### src/rtl/bch_pkg.sv
// Shared types and constants for the brightness/contrast histogram block.
// Used by bch_ctrl, bch_datapath and the top level; depends on nothing.
`default_nettype none

package bch_pkg;

    // Histogram geometry and defaults for the top-level parameters.
    localparam int BINS            = 256;
    localparam int IDX_W           = 8;
    localparam int COUNT_BITS_DEF  = 21;
    localparam int PLOT_HEIGHT_DEF = 400;

    // Fixed-point widths: gain is unsigned Q8.16, offset is signed Q17.16.
    localparam int A_W    = 24;
    localparam int B_W    = 34;
    localparam int FRAC_W = 16;
    localparam int COEF_NUM_W = 40;
    localparam int COEF_DEN_W = 16;

    // Register reset value and saturation limit.
    localparam logic [7:0] REG_NEUTRAL = 8'd100;
    localparam logic [7:0] REG_LIMIT   = 8'd200;

    // Register indexes on the configuration port.
    localparam logic REG_BRIGHTNESS = 1'b0;
    localparam logic REG_CONTRAST   = 1'b1;

    typedef enum logic [1:0] {
        FUNC_PIXEL = 2'd0,
        FUNC_READ  = 2'd1,
        FUNC_CLEAR = 2'd2,
        FUNC_NOP   = 2'd3
    } func_t;

    typedef struct packed {
        logic [1:0] func;
        logic [7:0] pixel_in;
        logic [7:0] bin_index;
    } in_item_t;

    typedef struct packed {
        logic [7:0] pixel_out;
        logic [8:0] bin_height;
    } out_item_t;

    // Datapath operations issued by the controller, one per cycle.
    typedef enum logic [4:0] {
        OP_NONE,
        OP_LOAD,
        OP_COEF_PREP,
        OP_DIV_A,
        OP_A_LOAD,
        OP_DIV_B,
        OP_B_LOAD,
        OP_PIX_MUL,
        OP_PIX_ADD,
        OP_PIX_RD,
        OP_PIX_WR,
        OP_SCAN_INIT,
        OP_SCAN_RD,
        OP_BIN_RD,
        OP_BIN_PREP,
        OP_DIV_BIN,
        OP_BIN_RES,
        OP_CLEAR,
        OP_ZERO_RES
    } dp_op_t;

    typedef struct packed {
        dp_op_t op;
        logic   out_load;
    } dp_cmd_t;

    typedef struct packed {
        logic [1:0] func;
        logic       div_done;
        logic       scan_last;
        logic       flat;
    } dp_stat_t;

    typedef enum logic [4:0] {
        ST_IDLE,
        ST_DISPATCH,
        ST_COEF_PREP,
        ST_DIV_A,
        ST_WAIT_A,
        ST_DIV_B,
        ST_WAIT_B,
        ST_PIX_MUL,
        ST_PIX_ADD,
        ST_PIX_RD,
        ST_PIX_WR,
        ST_SCAN_INIT,
        ST_SCAN_RD,
        ST_SCAN_END,
        ST_BIN_RD,
        ST_BIN_PREP,
        ST_BIN_CHK,
        ST_DIV_BIN,
        ST_WAIT_BIN,
        ST_CLEAR,
        ST_ZERO,
        ST_DONE
    } state_t;

endpackage

`default_nettype wire

### src/rtl/bch_ctrl.sv
// Controller state machine: sequences the datapath for each item and owns the output handshake.
// Depends on bch_pkg.
`default_nettype none

module bch_ctrl (
    input  wire logic              clk,
    input  wire logic              rst_n,
    input  wire logic              in_valid,
    output logic                   in_stall,
    output logic                   out_valid,
    input  wire logic              out_stall,
    input  wire logic              cfg_wr,
    input  wire bch_pkg::dp_stat_t stat,
    output bch_pkg::dp_cmd_t       cmd
);

    bch_pkg::state_t state_reg, state_next;
    logic            coef_ok_reg, coef_ok_next;
    logic            out_valid_reg, out_valid_next;

    always_ff @(posedge clk or negedge rst_n)
    begin
        if (!rst_n)
        begin
            state_reg     <= bch_pkg::ST_IDLE;
            coef_ok_reg   <= 1'b0;
            out_valid_reg <= 1'b0;
        end
        else
        begin
            state_reg     <= state_next;
            coef_ok_reg   <= coef_ok_next;
            out_valid_reg <= out_valid_next;
        end
    end

    // Next state and datapath commands.
    always_comb
    begin
        state_next     = state_reg;
        coef_ok_next   = coef_ok_reg;
        out_valid_next = out_valid_reg && out_stall;
        cmd.op         = bch_pkg::OP_NONE;
        cmd.out_load   = 1'b0;
        case (state_reg)
            bch_pkg::ST_IDLE:
            begin
                if (in_valid)
                begin
                    cmd.op     = bch_pkg::OP_LOAD;
                    state_next = bch_pkg::ST_DISPATCH;
                end
            end
            bch_pkg::ST_DISPATCH:
            begin
                case (bch_pkg::func_t'(stat.func))
                    bch_pkg::FUNC_PIXEL:
                        state_next = coef_ok_reg ? bch_pkg::ST_PIX_MUL
                                                 : bch_pkg::ST_COEF_PREP;
                    bch_pkg::FUNC_READ:  state_next = bch_pkg::ST_SCAN_INIT;
                    bch_pkg::FUNC_CLEAR: state_next = bch_pkg::ST_CLEAR;
                    default:             state_next = bch_pkg::ST_ZERO;
                endcase
            end
            bch_pkg::ST_COEF_PREP:
            begin
                cmd.op     = bch_pkg::OP_COEF_PREP;
                state_next = bch_pkg::ST_DIV_A;
            end
            bch_pkg::ST_DIV_A:
            begin
                cmd.op     = bch_pkg::OP_DIV_A;
                state_next = bch_pkg::ST_WAIT_A;
            end
            bch_pkg::ST_WAIT_A:
            begin
                if (stat.div_done)
                begin
                    cmd.op     = bch_pkg::OP_A_LOAD;
                    state_next = bch_pkg::ST_DIV_B;
                end
            end
            bch_pkg::ST_DIV_B:
            begin
                cmd.op     = bch_pkg::OP_DIV_B;
                state_next = bch_pkg::ST_WAIT_B;
            end
            bch_pkg::ST_WAIT_B:
            begin
                if (stat.div_done)
                begin
                    cmd.op       = bch_pkg::OP_B_LOAD;
                    coef_ok_next = 1'b1;
                    state_next   = bch_pkg::ST_PIX_MUL;
                end
            end
            bch_pkg::ST_PIX_MUL:
            begin
                cmd.op     = bch_pkg::OP_PIX_MUL;
                state_next = bch_pkg::ST_PIX_ADD;
            end
            bch_pkg::ST_PIX_ADD:
            begin
                cmd.op     = bch_pkg::OP_PIX_ADD;
                state_next = bch_pkg::ST_PIX_RD;
            end
            bch_pkg::ST_PIX_RD:
            begin
                cmd.op     = bch_pkg::OP_PIX_RD;
                state_next = bch_pkg::ST_PIX_WR;
            end
            bch_pkg::ST_PIX_WR:
            begin
                cmd.op     = bch_pkg::OP_PIX_WR;
                state_next = bch_pkg::ST_DONE;
            end
            bch_pkg::ST_SCAN_INIT:
            begin
                cmd.op     = bch_pkg::OP_SCAN_INIT;
                state_next = bch_pkg::ST_SCAN_RD;
            end
            bch_pkg::ST_SCAN_RD:
            begin
                cmd.op = bch_pkg::OP_SCAN_RD;
                if (stat.scan_last)
                begin
                    state_next = bch_pkg::ST_SCAN_END;
                end
            end
            bch_pkg::ST_SCAN_END:
            begin
                state_next = bch_pkg::ST_BIN_RD;
            end
            bch_pkg::ST_BIN_RD:
            begin
                cmd.op     = bch_pkg::OP_BIN_RD;
                state_next = bch_pkg::ST_BIN_PREP;
            end
            bch_pkg::ST_BIN_PREP:
            begin
                cmd.op     = bch_pkg::OP_BIN_PREP;
                state_next = bch_pkg::ST_BIN_CHK;
            end
            bch_pkg::ST_BIN_CHK:
            begin
                state_next = stat.flat ? bch_pkg::ST_ZERO : bch_pkg::ST_DIV_BIN;
            end
            bch_pkg::ST_DIV_BIN:
            begin
                cmd.op     = bch_pkg::OP_DIV_BIN;
                state_next = bch_pkg::ST_WAIT_BIN;
            end
            bch_pkg::ST_WAIT_BIN:
            begin
                if (stat.div_done)
                begin
                    cmd.op     = bch_pkg::OP_BIN_RES;
                    state_next = bch_pkg::ST_DONE;
                end
            end
            bch_pkg::ST_CLEAR:
            begin
                cmd.op     = bch_pkg::OP_CLEAR;
                state_next = bch_pkg::ST_DONE;
            end
            bch_pkg::ST_ZERO:
            begin
                cmd.op     = bch_pkg::OP_ZERO_RES;
                state_next = bch_pkg::ST_DONE;
            end
            bch_pkg::ST_DONE:
            begin
                // Hand the result to the output register once it is free.
                if (!out_valid_reg || !out_stall)
                begin
                    cmd.out_load   = 1'b1;
                    out_valid_next = 1'b1;
                    state_next     = bch_pkg::ST_IDLE;
                end
            end
            default:
            begin
                state_next = bch_pkg::ST_IDLE;
            end
        endcase
        // Any register write makes the gain and offset stale.
        if (cfg_wr)
        begin
            coef_ok_next = 1'b0;
        end
    end

    assign in_stall  = (state_reg != bch_pkg::ST_IDLE);
    assign out_valid = out_valid_reg;

endmodule

`default_nettype wire

### config.mk
export PLATFORM = sky130hd
export DESIGN_NAME = bch_ctrl
export DESIGN_NICKNAME = d
export VERILOG_FILES = /design/src/rtl/bch_pkg.sv /design/src/rtl/bch_ctrl.sv
export SDC_FILE = /design/constraint.sdc
export NUM_CORES = 1
export LEC_CHECK = 0
export BUFFER_PORTS_ARGS = -buffer_cell sky130_fd_sc_hd__buf_2
export CAP_MARGIN = 20
export CELL_PAD_IN_SITES_DETAIL_PLACEMENT = 0
export CELL_PAD_IN_SITES_GLOBAL_PLACEMENT = 1
export CORE_ASPECT_RATIO = 1.2
export CORE_UTILIZATION = 40
export DETAILED_ROUTE_END_ITERATION = 10
export GPL_TIMING_DRIVEN = 0
export PLACE_DENSITY_LB_ADDON = 0.1
export SLEW_MARGIN = 10
export SYNTH_ARGS = -nofsm -noshare
export SYNTH_HDL_FRONTEND = slang
export SYNTH_SLANG_ARGS = --single-unit
### constraint.sdc
create_clock -name clk -period 1.7 [get_ports clk]
set_input_delay 0.085 -clock clk [delete_from_list [all_inputs] [get_ports clk]]
set_output_delay 0.085 -clock clk [all_outputs]
set_load 0.1 [all_outputs]
==> run_summary.xml <==
<?xml version="1.0" encoding="UTF-8"?>
<metrics>
  <group name="floorplan">
    <metric name="die_height" unit="µm">55.2</metric>
    <metric name="initial_core_util" unit="%">44.1</metric>
    <metric name="ios" unit="">18</metric>
    <metric name="dieWidth" unit="µm">46.3</metric>
    <metric name="area_inside_the_core_boundary" unit="µm²">2140</metric>
    <metric name="placement_rows" unit="">18</metric>
    <metric name="floorplan.die_area" unit="µm²">2560</metric>
  </group>
  <group name="synthesis">
    <metric name="synth.yosys.warnings" unit="">0</metric>
    <metric name="asyncSetResetFlopFracSynth" unit="%">100</metric>
    <metric name="synth.avg_cell_area" unit="µm²">8.13</metric>
    <metric name="synth_ff_type" unit="">sky130_fd_sc_hd__dfrtp_1</metric>
    <metric name="syn_nets" unit="">130</metric>
    <metric name="synth_enable_flop_cells" unit="">0</metric>
    <metric name="synth-seq-area-share" unit="%">18.6</metric>
    <metric name="syn_area" unit="µm²">943</metric>
    <metric name="ys_seq_elements" unit="">7</metric>
    <metric name="synthCells" unit="">116</metric>
    <metric name="ys_types" unit="">47</metric>
  </group>
  <group name="setup_path">
    <metric name="cp_data_arrival_time" unit="ps">1760</metric>
    <metric name="critPathMostFrequentCell" unit="">sky130_fd_sc_hd__buf_4</metric>
    <metric name="worst-r2r-cell-count" unit="">7</metric>
    <metric name="end_kind" unit="">output pin</metric>
    <metric name="required_time_of_the_worst_setup_path" unit="ps">1620</metric>
    <metric name="path_max_fanout" unit="">6</metric>
    <metric name="start_kind" unit="">register</metric>
    <metric name="classification_of_the_worst_setup_path" unit="">register to output pin</metric>
    <metric name="timing.critical_path.slowest_cell_delay" unit="ps">440</metric>
    <metric name="crit_path_top_delay_cell" unit="">sky130_fd_sc_hd__dfrtp_2</metric>
    <metric name="critical_path_cell_list" unit="">buf_4 &gt; nor3b_2 &gt; a22o_2 &gt; buf_4</metric>
  </group>
  <group name="drt">
    <metric name="met2_length" unit="µm">1690</metric>
    <metric name="avgRoutedWirePerCell" unit="µm">16.7</metric>
    <metric name="routed_via_density" unit="">5.71</metric>
    <metric name="antenna_violating_nets_post_route" unit="">0</metric>
    <metric name="number_of_iterations_in_the_first_detailed_routing_pass" unit="">4</metric>
    <metric name="totalWireLength" unit="µm">3290</metric>
    <metric name="drt-met1-wl" unit="µm">1310</metric>
    <metric name="detailroute.wirelength.met3" unit="µm">179</metric>
    <metric name="route.vias.total" unit="">1125</metric>
    <metric name="number_of_design_rule_violations_left_by_the_first_detailed_router_iteration" unit="">57</metric>
    <metric name="detail_route.drc_violations" unit="">0</metric>
    <metric name="route.top_layer_used" unit="">met4</metric>
  </group>
  <group name="clock_tree">
    <metric name="clock_tree.htree_level_count" unit="">1</metric>
    <metric name="clock_tree.buffer_depth" unit="">2</metric>
    <metric name="cts_buffers" unit="">3</metric>
    <metric name="clock_transition_at_the_register_clock_pins_on_the_worst_setup_and_hold_paths_after_cts" unit="ps">60</metric>
    <metric name="clock_sink_count" unit="">7</metric>
    <metric name="cts_tree" unit="">built</metric>
    <metric name="cts.root.buffer_cell" unit="">sky130_fd_sc_hd__clkbuf_4</metric>
    <metric name="insertion_delay_of_the_later_clocked_pin_in_the_worst_skew_pair" unit="ps">250</metric>
  </group>
  <group name="global_route">
    <metric name="grt_overflow" unit="">0</metric>
    <metric name="maximum_number_of_pins_on_one_net_before_global_route_repair" unit="">11</metric>
    <metric name="first_global_vias" unit="">910</metric>
    <metric name="grt_util_all_layers" unit="%">22.4</metric>
    <metric name="first_pass_grt_wire_length" unit="µm">4310</metric>
    <metric name="grt_antenna_before_repair" unit="">0</metric>
  </group>
  <group name="outcome">
    <metric name="outcome" unit="">finished, violations left</metric>
    <metric name="violations" unit="">negative setup slack</metric>
  </group>
  <group name="placed_design">
    <metric name="dp_hpwl" unit="µm">1900</metric>
    <metric name="finalWeightedCongestion" unit="">0.895</metric>
    <metric name="placement.io_buffers" unit="">17</metric>
    <metric name="placedInstanceArea" unit="µm²">1150</metric>
  </group>
  <group name="timing">
    <metric name="layout_min_cycle_time" unit="ps">1840</metric>
    <metric name="timing.final.crit_share" unit="%">108</metric>
    <metric name="setup_slack" unit="ps">-143</metric>
    <metric name="timing_max_transition_violations_final" unit="">0</metric>
    <metric name="grt_setup_unrepaired" unit="">true</metric>
    <metric name="max-slew-margin-rel" unit="%">67.8</metric>
    <metric name="maxClockFrequency" unit="MHz">543</metric>
    <metric name="timing.clock.skew" unit="ps">4.99</metric>
    <metric name="timing.final.hold_violations" unit="">0</metric>
    <metric name="tightestPinTransition" unit="ps">487</metric>
    <metric name="setup-violations-final" unit="">5</metric>
  </group>
  <group name="cells_and_area">
    <metric name="utilization_of_the_core_after_routing" unit="%">74.0</metric>
    <metric name="design.final.nets" unit="">182</metric>
    <metric name="area_growth" unit="%">67.8</metric>
    <metric name="largest_register_ff_count" unit="">5</metric>
    <metric name="postLayoutCellArea" unit="µm²">1580</metric>
    <metric name="antenna_cells" unit="">0</metric>
    <metric name="final.fill_count" unit="">162</metric>
    <metric name="post_route_cells_drive_above_1_share" unit="%">51.5</metric>
  </group>
  <group name="min_path">
    <metric name="min_path_type" unit="">primary input to register</metric>
    <metric name="hold-path-cell-count" unit="">3</metric>
  </group>
  <group name="job">
    <metric name="maxCapViolCount" unit="">0</metric>
  </group>
</metrics>
==> routing by layer <==
layer,global-route usage (%),vias up
li1,-,531
met2,35.7,48
met5,0,-
met1,31.1,535
met3,3.27,11
met4,4.62,0
==> cell usage in the layout (no fill, tap or decap), drive strengths merged, types with 2 or more instances in the layout <==
master	n
nand4	2
nor2b	6
nand3b	4
o31ai	4
dfrtp	7
a31oi	2
dlygate4sd3	2
and3b	2
nor2	9
a21oi	7
nor3b	2
nand2b	5
mux2	2
inv	3
nand2	9
o21ai	7
nand4b	2
ha	4
o22ai	2
clkbuf	4
nor3	4
buf	56
nand3	2
xor2	2
==> kinds of logic after synthesis <==
kind of cell / Yosys count / synth area share [%]
compound gates: 33 / 24.1
xor+xnor: 3 / 2.79
fa+ha+maj: 4 / 5.31
buf+inv: 15 / 10.2
flops: 7 / 18.6
mux: 3 / 4.24
simple gates: 51 / 34.7
==> cell usage after synthesis, types with 2 or more instances <==
master                     n  share of area, %
sky130_fd_sc_hd__and3b_1   2               1.9
sky130_fd_sc_hd__o21ai_1   5               2.7
sky130_fd_sc_hd__nor3_1    4               2.1
sky130_fd_sc_hd__nand2_1   9               3.6
sky130_fd_sc_hd__buf_4     3               2.4
sky130_fd_sc_hd__dfrtp_1   7                19
sky130_fd_sc_hd__a21oi_1   7               3.7
sky130_fd_sc_hd__xor2_1    2               1.9
sky130_fd_sc_hd__o22ai_1   2               1.3
sky130_fd_sc_hd__buf_6     3               3.6
sky130_fd_sc_hd__nand4b_1  2               1.9
sky130_fd_sc_hd__a31oi_1   2               1.3
sky130_fd_sc_hd__o31ai_1   3               2.4
sky130_fd_sc_hd__nor2_1    9               3.6
sky130_fd_sc_hd__nand2b_1  5               3.3
sky130_fd_sc_hd__nand3_1   2               1.1
sky130_fd_sc_hd__inv_1     4               1.6
sky130_fd_sc_hd__nor2b_1   5               3.3
sky130_fd_sc_hd__nand3b_1  4               3.2
sky130_fd_sc_hd__ha_1      4               5.3
sky130_fd_sc_hd__mux2_4    2               3.2
sky130_fd_sc_hd__buf_2     5               2.7
==> area by class of cell <==
type	instances	area, µm²	area share, %
well taps	30	37.5	2.37
flip-flops and latches	7	178	11.2
repair buffers	47	389	24.6
clock buffers	4	26.3	1.66
inverters	4	18.8	1.19
plain buffers	11	144	9.09
multi-input cells	94	790	49.9
==> critical path, delay by kind of cell, from the launching register on <==
kind	cells	cell delay, ps
DFF	1	440
buffers and inverters	2	430
and+or+nand+nor	1	420
AOI/OAI and AO/OA	1	230
==> final timing paths <==
| kind | start | endpoint | slack [ps] |
|---|---|---|---|
| min | out_stall | out_valid | 130 |
| max reg2reg | state_reg[3] | state_reg[4] | 0 |
| max in group asynchronous | rst_n | state_reg[3] | 1330 |
| min in group asynchronous | rst_n | state_reg[4] | 190 |
| max | state_reg[3] | cmd[3] | -140 |
| min reg2reg | out_valid | out_valid | 590 |
==> what timing repair did <==
item                                   4_1_cts  5_1_grt
endpoints found under the hold margin        8        0
resized for setup                           28       19
pin swaps                                    2        5
cloned                                       0        1
hold buffers                                 2        0
setup endpoints to repair                    8        8
setup buffers                                4       23
==> metrics by stage <==
stage / setup WS (ps) / instances / setup TNS [ps] / hold WS, ps
floorplan: -15.9 / 116 / -26.6 / -211
detailed placement: -185 / 163 / -288 / -78.4
global route: -181 / 197 / -727 / 138
global placement: -193 / 163 / -262 / -81.7
CTS: -98.3 / 173 / -202 / 130
finish: -143 / 197 / -360 / 134
Power is not shown: default switching activity piles up to over one toggle a cycle in this logic, so the estimate is an artifact.
